==> src/design/wgm_pkg.sv <==
// Package for the wildcard glob matcher.
// Character codes, register indexes, fixed field widths and the queue status struct; no dependencies.
`default_nettype none
package wgm_pkg;
  localparam int unsigned CHAR_W = 16;
  localparam int unsigned LEN_W  = 5;
  localparam int unsigned WORD_W = 64;
  localparam int unsigned IDX_W  = 3;

  localparam logic [CHAR_W-1:0] STAR_CHAR = 16'h002A;
  localparam logic [CHAR_W-1:0] ANY_CHAR  = 16'h003F;

  localparam logic [IDX_W-1:0] CFG_LEN    = 3'd0;
  localparam logic [IDX_W-1:0] CFG_WORD_A = 3'd1;
  localparam logic [IDX_W-1:0] CFG_WORD_B = 3'd2;
  localparam logic [IDX_W-1:0] CFG_WORD_C = 3'd3;
  localparam logic [IDX_W-1:0] CFG_WORD_D = 3'd4;

  typedef struct packed {
    logic full;
    logic empty;
  } wgm_qstat_t;
endpackage
`default_nettype wire

==> src/design/wgm_if.sv <==
// Stream interfaces for the text characters and the match results.
// Depends on wgm_pkg for field widths.
`default_nettype none
interface wgm_in_if;
  logic                        valid;
  logic                        ready;
  logic [wgm_pkg::CHAR_W-1:0]  text_char;
  logic                        last_char;
  logic                        empty_text;
  modport source (output valid, output text_char, output last_char, output empty_text,
                  input ready);
  modport sink   (input valid, input text_char, input last_char, input empty_text,
                  output ready);
endinterface

interface wgm_out_if;
  logic valid;
  logic ready;
  logic matched;
  logic text_done;
  modport source (output valid, output matched, output text_done, input ready);
  modport sink   (input valid, input matched, input text_done, output ready);
endinterface
`default_nettype wire

==> src/design/wildcard_glob_matcher.sv <==
// An accepted beat is held in the queue, then its result is registered in the result register.
// Throughput: one character per cycle while the result sink is ready; the whole position set
// is updated at once by the back end, with a two-entry queue decoupling it from the front end.
// Reset (rst_n low, synchronous): pattern registers cleared, position set back to
// the start state, queue and result register emptied.
`default_nettype none
module wildcard_glob_matcher #(
  parameter int unsigned PATTERN_MAX = 16
) (
  input  wire logic                           clk,
  input  wire logic                           rst_n,
  input  wire logic                           cfg_we,
  input  wire logic [wgm_pkg::IDX_W-1:0]      cfg_index,
  input  wire logic [wgm_pkg::WORD_W-1:0]     cfg_data,
  wgm_in_if.sink                              in_beat,
  wgm_out_if.source                           out_beat
);
  logic [wgm_pkg::LEN_W-1:0]  len_r;
  logic [wgm_pkg::CHAR_W-1:0] pat_r [PATTERN_MAX];
  logic [wgm_pkg::LEN_W-1:0]  eff_len;
  logic [PATTERN_MAX-1:0]     star;
  logic                       push;
  logic                       pop;
  logic [PATTERN_MAX+1:0]     push_item;
  logic [PATTERN_MAX+1:0]     pop_item;
  wgm_pkg::wgm_qstat_t        qstat;

  always_ff @(posedge clk) begin
    if (!rst_n) begin
      len_r <= '0;
      for (int i = 0; i < PATTERN_MAX; i++) begin
        pat_r[i] <= '0;
      end
    end else if (cfg_we) begin
      if (cfg_index == wgm_pkg::CFG_LEN) begin
        len_r <= cfg_data[wgm_pkg::LEN_W-1:0];
      end
      for (int i = 0; i < PATTERN_MAX; i++) begin
        if (cfg_index == wgm_pkg::CFG_WORD_A + wgm_pkg::IDX_W'(i >> 2)) begin
          pat_r[i] <= cfg_data[(i & 3) * wgm_pkg::CHAR_W +: wgm_pkg::CHAR_W];
        end
      end
    end
  end

  assign eff_len = (len_r > wgm_pkg::LEN_W'(PATTERN_MAX)) ? wgm_pkg::LEN_W'(PATTERN_MAX)
                                                          : len_r;

  always_comb begin
    for (int i = 0; i < PATTERN_MAX; i++) begin
      star[i] = (pat_r[i] == wgm_pkg::STAR_CHAR) && (wgm_pkg::LEN_W'(i) < eff_len);
    end
  end

  wgm_front #(.P(PATTERN_MAX)) u_front (
    .in_beat   (in_beat),
    .pat       (pat_r),
    .qstat     (qstat),
    .push      (push),
    .push_item (push_item)
  );

  wgm_queue #(.W(PATTERN_MAX + 2)) u_queue (
    .clk       (clk),
    .rst_n     (rst_n),
    .push      (push),
    .push_item (push_item),
    .pop       (pop),
    .pop_item  (pop_item),
    .qstat     (qstat)
  );

  wgm_back #(.P(PATTERN_MAX)) u_back (
    .clk      (clk),
    .rst_n    (rst_n),
    .eff_len  (eff_len),
    .star     (star),
    .qstat    (qstat),
    .item     (pop_item),
    .pop      (pop),
    .out_beat (out_beat)
  );
endmodule
`default_nettype wire

==> src/design/wgm_front.sv <==
// Front end: accepts character beats and classifies them against the pattern.
// Depends on wgm_pkg and wgm_in_if.
`default_nettype none
module wgm_front #(
  parameter int unsigned P = 16
) (
  wgm_in_if.sink                     in_beat,
  input  wire logic [wgm_pkg::CHAR_W-1:0] pat [P],
  input  wire wgm_pkg::wgm_qstat_t   qstat,
  output logic                       push,
  output logic [P+1:0]               push_item
);
  logic [P-1:0] hit;

  always_comb begin
    for (int i = 0; i < P; i++) begin
      hit[i] = (pat[i] == in_beat.text_char) || (pat[i] == wgm_pkg::ANY_CHAR);
    end
  end

  assign in_beat.ready = !qstat.full;
  assign push          = in_beat.valid && !qstat.full;
  assign push_item     = {hit, in_beat.last_char, in_beat.empty_text};
endmodule
`default_nettype wire

==> src/design/wgm_queue.sv <==
// Two-entry queue between the classifier and the position update.
// Depends on wgm_pkg for the status struct.
`default_nettype none
module wgm_queue #(
  parameter int unsigned W = 18
) (
  input  wire logic                 clk,
  input  wire logic                 rst_n,
  input  wire logic                 push,
  input  wire logic [W-1:0]         push_item,
  input  wire logic                 pop,
  output logic [W-1:0]              pop_item,
  output wgm_pkg::wgm_qstat_t       qstat
);
  logic [W-1:0] mem_r [2];
  logic         wr_ptr_r, wr_ptr_nxt;
  logic         rd_ptr_r, rd_ptr_nxt;
  logic [1:0]   count_r, count_nxt;

  assign qstat.full  = (count_r == 2'd2);
  assign qstat.empty = (count_r == 2'd0);
  assign pop_item    = mem_r[rd_ptr_r];

  always_comb begin
    wr_ptr_nxt = push ? !wr_ptr_r : wr_ptr_r;
    rd_ptr_nxt = pop ? !rd_ptr_r : rd_ptr_r;
    count_nxt  = count_r + {1'b0, push} - {1'b0, pop};
  end

  always_ff @(posedge clk) begin
    if (!rst_n) begin
      wr_ptr_r <= 1'b0;
      rd_ptr_r <= 1'b0;
      count_r  <= 2'd0;
    end else begin
      wr_ptr_r <= wr_ptr_nxt;
      rd_ptr_r <= rd_ptr_nxt;
      count_r  <= count_nxt;
    end
  end

  always_ff @(posedge clk) begin
    if (push) begin
      mem_r[wr_ptr_r] <= push_item;
    end
  end
endmodule
`default_nettype wire

==> src/design/wgm_back.sv <==
// Back end: star closure and advance of the active position set, result register.
// Depends on wgm_pkg, wgm_out_if and the queue status struct.
`default_nettype none
module wgm_back #(
  parameter int unsigned P = 16
) (
  input  wire logic                       clk,
  input  wire logic                       rst_n,
  input  wire logic [wgm_pkg::LEN_W-1:0]  eff_len,
  input  wire logic [P-1:0]               star,
  input  wire wgm_pkg::wgm_qstat_t        qstat,
  input  wire logic [P+1:0]               item,
  output logic                            pop,
  wgm_out_if.source                       out_beat
);
  logic [P:0]   active_r, active_nxt;
  logic         out_valid_r, out_valid_nxt;
  logic         matched_r, matched_nxt;
  logic         done_r, done_nxt;
  logic [P:0]   mask;
  logic [P:0]   set0;
  logic [P:0]   adv;
  logic [P:0]   set1;
  logic [P:0]   start;
  logic [P:0]   res;
  logic [P-1:0] hit;
  logic         last_c;
  logic         empty_c;

  // positions reachable through runs of stars
  function automatic logic [P:0] close_set(logic [P:0] s, logic [P-1:0] st);
    logic [P:0] c;
    logic       run;
    for (int k = 0; k <= P; k++) begin
      c[k] = s[k];
      run  = 1'b1;
      for (int j = k - 1; j >= 0; j--) begin
        run  = run & st[j];
        c[k] = c[k] | (s[j] & run);
      end
    end
    return c;
  endfunction

  assign {hit, last_c, empty_c} = item;
  assign pop = !qstat.empty && (!out_valid_r || out_beat.ready);

  always_comb begin
    for (int i = 0; i <= P; i++) begin
      mask[i] = (wgm_pkg::LEN_W'(i) <= eff_len);
    end
    set0 = close_set(active_r & mask, star);
    adv  = '0;
    for (int i = 0; i < P; i++) begin
      if (set0[i] && star[i]) begin
        adv[i] = 1'b1;
      end
      if (set0[i] && !star[i] && hit[i]) begin
        adv[i+1] = 1'b1;
      end
    end
    set1  = close_set(adv & mask, star);
    start = close_set((P+1)'(1), star);
    res   = empty_c ? start : set1;
  end

  always_comb begin
    out_valid_nxt = out_valid_r;
    matched_nxt   = matched_r;
    done_nxt      = done_r;
    active_nxt    = active_r;
    if (out_valid_r && out_beat.ready) begin
      out_valid_nxt = 1'b0;
    end
    if (pop) begin
      out_valid_nxt = 1'b1;
      done_nxt      = empty_c || last_c;
      matched_nxt   = 1'b0;
      for (int i = 0; i <= P; i++) begin
        if (wgm_pkg::LEN_W'(i) == eff_len) begin
          matched_nxt = res[i];
        end
      end
      active_nxt = (empty_c || last_c) ? (P+1)'(1) : res;
    end
  end

  always_ff @(posedge clk) begin
    if (!rst_n) begin
      active_r    <= (P+1)'(1);
      out_valid_r <= 1'b0;
    end else begin
      active_r    <= active_nxt;
      out_valid_r <= out_valid_nxt;
    end
  end

  always_ff @(posedge clk) begin
    matched_r <= matched_nxt;
    done_r    <= done_nxt;
  end

  assign out_beat.valid     = out_valid_r;
  assign out_beat.matched   = matched_r;
  assign out_beat.text_done = done_r;
endmodule
`default_nettype wire

==> src/flat_wrapper.sv <==
// flat-port wrapper written by rule: the top's interface ports become plain ports
module wildcard_glob_matcher_flat 
#(
  parameter int unsigned PATTERN_MAX = 16
)
  (clk, rst_n, cfg_we, cfg_index, cfg_data, in_beat_valid, in_beat_text_char, in_beat_last_char, in_beat_empty_text, in_beat_ready, out_beat_valid, out_beat_matched, out_beat_text_done, out_beat_ready);
  wgm_in_if in_beat_i ();
  wgm_out_if out_beat_i ();
  input  wire logic clk;
  input  wire logic rst_n;
  input  wire logic cfg_we;
  input  wire logic [wgm_pkg::IDX_W-1:0] cfg_index;
  input  wire logic [wgm_pkg::WORD_W-1:0] cfg_data;
  input wire logic [$bits(in_beat_i.valid)-1:0] in_beat_valid;
  input wire logic [$bits(in_beat_i.text_char)-1:0] in_beat_text_char;
  input wire logic [$bits(in_beat_i.last_char)-1:0] in_beat_last_char;
  input wire logic [$bits(in_beat_i.empty_text)-1:0] in_beat_empty_text;
  output wire logic [$bits(in_beat_i.ready)-1:0] in_beat_ready;
  output wire logic [$bits(out_beat_i.valid)-1:0] out_beat_valid;
  output wire logic [$bits(out_beat_i.matched)-1:0] out_beat_matched;
  output wire logic [$bits(out_beat_i.text_done)-1:0] out_beat_text_done;
  input wire logic [$bits(out_beat_i.ready)-1:0] out_beat_ready;
  assign in_beat_i.valid = in_beat_valid;
  assign in_beat_i.text_char = in_beat_text_char;
  assign in_beat_i.last_char = in_beat_last_char;
  assign in_beat_i.empty_text = in_beat_empty_text;
  assign in_beat_ready = in_beat_i.ready;
  assign out_beat_valid = out_beat_i.valid;
  assign out_beat_matched = out_beat_i.matched;
  assign out_beat_text_done = out_beat_i.text_done;
  assign out_beat_i.ready = out_beat_ready;
  wildcard_glob_matcher #(.PATTERN_MAX(PATTERN_MAX)) u_core (.clk(clk), .rst_n(rst_n), .cfg_we(cfg_we), .cfg_index(cfg_index), .cfg_data(cfg_data), .in_beat(in_beat_i), .out_beat(out_beat_i));
endmodule
==> config.mk <==
export PLATFORM = sky130hd
export DESIGN_NAME = wildcard_glob_matcher_flat
export DESIGN_NICKNAME = d
export VERILOG_FILES = /design/src/design/wgm_pkg.sv /design/src/design/wgm_if.sv /design/src/design/wildcard_glob_matcher.sv /design/src/design/wgm_front.sv /design/src/design/wgm_queue.sv /design/src/design/wgm_back.sv /design/src/flat_wrapper.sv
export SDC_FILE = /design/constraint.sdc
export NUM_CORES = 1
export LEC_CHECK = 0
export BUFFER_PORTS_ARGS = -buffer_cell sky130_fd_sc_hd__buf_2
export CAP_MARGIN = 25
export CORE_ASPECT_RATIO = 1.5
export CORE_MARGIN = 3
export CORE_UTILIZATION = 47
export CTS_CLUSTER_SIZE = 20
export DETAILED_ROUTE_END_ITERATION = 16
export PLACE_DENSITY = 0.69
export RECOVER_POWER = 100
export REMOVE_ABC_BUFFERS = 1
export SLEW_MARGIN = 15
export SYNTH_ARGS = -nofsm -noshare
export SYNTH_HDL_FRONTEND = slang
export SYNTH_SLANG_ARGS = --single-unit
export TNS_END_PERCENT = 50
==> constraint.sdc <==
create_clock -name clk -period 3.95 [get_ports clk]
set_input_delay 0.1975 -clock clk [delete_from_list [all_inputs] [get_ports clk]]
set_output_delay 0.1975 -clock clk [all_outputs]
set_load 0.02 [all_outputs]
==> results.sh <==
export IMPL_grt_start_max_net_pins=141
export IMPL_portBuffers=93
export IMPL_synth_top_flop_cell="dfxtp_1"
export IMPL_mostFrequentLayoutCell="nand2_1"
export IMPL_startpoint_type="flop"
export IMPL_routed_wl_mm=68.9
export IMPL_design_die_area_um2=40500
export IMPL_synth_top_cell_by_area="dfxtp_1"
export IMPL_setup_viol=0
export IMPL_avgSynthCellArea_um2=8.14
export IMPL_whs_path_depth=3
export IMPL_cp_end_kind="flop"
export IMPL_yosys_cell_types_count=86
export IMPL_final_cells=3001
export IMPL_synthCells=2199
export IMPL_fin_nets=2583
export IMPL_vias=17700
export IMPL_via_per_inst=5.89
export IMPL_hold_class="in2reg"
export IMPL_initial_core_util_pct=48.2
export IMPL_clkTransAtPathRegs_ns=0.06
export IMPL_syn_to_final_growth_pct=25.3
export IMPL_post_place_ws_ns=-0.127
export IMPL_path_class="reg2reg"
export IMPL_violations="max-capacitance violations, max-slew violations"
export IMPL_finalCritPeriodShare_pct=99.7
export IMPL_overflow=0
export IMPL_post_route_util_pct=60.4
export IMPL_synth_edf_count=38
export IMPL_holdCritStartpoint="cfg_data[20]"
export IMPL_async_flop_share_pct=0
export IMPL_drc=0
export IMPL_finalPower_mw=8.41
export IMPL_synth_top_area_share_pct=31.6
export IMPL_die_h_um=245
export IMPL_dr_pass1_iters=5
export IMPL_antenna_found_initial=0
export IMPL_wl_per_cell_um=23.0
export IMPL_grt_pass1_vias=17500
export IMPL_drt_iter0_markers=1375
export IMPL_slew_headroom_pct=-63.3
export IMPL_timing_rr_end="u_core.u_back.out_beat.matched"
export IMPL_synth_seq_cells=321
export IMPL_outcome="finished with violations"
export IMPL_rows=86
export IMPL_clk_path_buf_depth=3
export IMPL_fin_skew_ns=0.0222
export IMPL_grt_total_usage_pct=33.7
export IMPL_cts_tree="yes"
export IMPL_seq_area_frac_synth_pct=38.0
export IMPL_worst_hold_slack_ns=0.0247
export IMPL_core_area_um2=37100
export IMPL_syn_cell_area_um2=17900
export IMPL_reg2reg_from="u_core.len_r[2]"
export IMPL_vdd_drop_max_mv=0.445
export IMPL_worstPathArrival_ns=4.20
export IMPL_cp_max_fo=4
export IMPL_hold_path_end="u_core.pat_r[36]"
export IMPL_slew_violations=349
export IMPL_grt_pass1_wl_mm=104
export IMPL_tns_ns=0
export IMPL_crit_chain="or4_4, buf_12, o21ai_4, o22ai_2, a222oi_1, buf_4, o311ai_4, a211oi_4, o2111ai_2, nor2_1, o32ai_2, a221o_1, o22a_1, o221ai_2, o211ai_1"
export IMPL_cts_root_buffer_cell="clkbuf_16"
export IMPL_clk_insertion_delay_late_ns=0.54
export IMPL_powerDensity_nw_per_um2=375
export IMPL_synthTopCellsByArea="dfxtp_1, nand2_1, xor2_1, a21boi_0, edfxtp_1"
export IMPL_max_freq_mhz=254
export IMPL_yosys_warnings=0
export IMPL_final_cell_mix="nand2_1, dfxtp_1, a21boi_0, xor2_1, buf_4"
export IMPL_crit_required_ns=4.21
export IMPL_setup_ws_ns=0.0110
export IMPL_p_leak_nw=8.57
export IMPL_tightest_slew_ns=2.45
export IMPL_io_pins=94
export IMPL_reg2reg_depth=15
export IMPL_grt_setup_unrepaired="true"
export IMPL_htreeDepth=2
export IMPL_r2r_slack_ns=0.01
export IMPL_drv_cap=6
export IMPL_postRouteAntennaNets=0
export IMPL_dp_hpwl_mm=50.8
export IMPL_slowest_stage="or4_4"
export IMPL_place_gp_congestion=1.04
export IMPL_placed_area_um2=20300
export IMPL_cts_num_sinks=321
export IMPL_drive_gt1_share_pct=18.7
export IMPL_cts_buffers=34
export IMPL_hold_viol=0
export IMPL_max_stage_delay_ns=0.59
export IMPL_finalCriticalPeriod_ns=3.94
export IMPL_postLayoutCellArea_um2=22400
export IMPL_die_x_um=165
export IMPL_dpl_cell_count=2866
==> critical path, delay by kind of cell (launching register included) <==
family | cells | cell delay [ns]
compound gates | 11 | 2.21
flops | 1 | 0.33
simple gates | 2 | 0.75
buf+inv | 2 | 0.35
==> repair_timing <==
| action | in CTS | in global routing |
|---|---|---|
| endpoints found under the setup margin | 2 | 2 |
| pin swaps | 11 | 22 |
| hold endpoints to repair | 227 | 0 |
| gates resized for setup | 22 | 46 |
| buffers inserted | 3 | 7 |
| hold buffers | 63 | 0 |
==> power breakdown <==
part	switching, mW	total (mW)	internal [mW]
clock network	1.38	3.42	2.04
registers	0.104	3.55	3.44
logic	0.891	1.45	0.556
total	2.38	8.41	6.04
==> flip-flops by register name, indices dropped and copies added, names as in the netlist, named ones only <==
name	cells
u_core.u_back.out_beat.matched	1
u_core.u_queue.rd_ptr_r	1
u_core.u_back.out_beat.text_done	1
u_core.pat_r	256
u_core.u_back.out_beat.valid	1
u_core.u_queue.wr_ptr_r	1
u_core.len_r	5
u_core.u_queue.mem_r	36
u_core.u_back.active_r	16
u_core.u_queue.count_r	2
==> Yosys cell counts (all sizes together), types with 9 or more instances <==
| library cell | count |
|---|---|
| buf | 19 |
| xor2 | 240 |
| nor4b | 9 |
| dfxtp | 283 |
| nor4 | 91 |
| inv | 12 |
| edfxtp | 38 |
| nand4 | 39 |
| o21ai | 49 |
| xnor2 | 19 |
| clkbuf | 124 |
| a31oi | 11 |
| or2 | 11 |
| mux2i | 14 |
| or3 | 9 |
| o211ai | 9 |
| and4b | 11 |
| nand2 | 577 |
| a21boi | 264 |
| a22oi | 14 |
| o31ai | 13 |
| nor2b | 17 |
| and2 | 17 |
| and3 | 10 |
| nor3 | 42 |
| nand3 | 39 |
| mux2 | 10 |
| nor2 | 67 |
| a211oi | 13 |
| a21oi | 37 |
==> how the worst max path moves through the flow <==
stage	from	end	slack, ns	depth (start not counted)
CTS	u_core.len_r[2]	u_core.u_back.out_beat.matched	0.003	15
floorplan	u_core.len_r[0]	u_core.u_back.out_beat.matched	-0.04	13
detailed placement	u_core.len_r[1]	u_core.u_back.out_beat.matched	-0.13	16
global placement	u_core.len_r[1]	u_core.u_back.out_beat.matched	-0.18	16
finish	u_core.len_r[2]	u_core.u_back.out_beat.matched	0.01	15
global route	u_core.len_r[3]	u_core.u_back.out_beat.matched	-0.14	18
==> logic make-up (layout without fill, tap and decap cells) <==
group | count (synthesis) | in the layout | share of synthesized area [%]
and+or+nand+nor | 967 | 967 | 25.2
AOI/OAI and AO/OA | 471 | 471 | 19.2
DFF | 321 | 321 | 38.0
xor gates and xnor gates | 259 | 259 | 12.7
buffers and inverters | 155 | 472 | 3.33
muxes | 24 | 24 | 1.41
adders and majority gates | 2 | 2 | 0.140
other | 0 | 1 | 0
==> area by class of cell <==
class                           count  area, um2
Clock inverter                     13        174
Tap cell                          484        606
Multi-Input combinational cell   1723      10800
Clock buffer                       48       1030
Fill cell                        3418      14700
Timing Repair Buffer              399       2930
Antenna cell                        1       2.50
Sequential cell                   321       6810
Inverter                           12       48.8
==> routing by layer <==
metal  GRT usage, %  wire, um
met5              0         0
met1           41.5     26600
met3           5.15      4720
met2           55.8     33000
met4           18.7      4640
No activity file was read; power rests on OpenSTA's default activity.
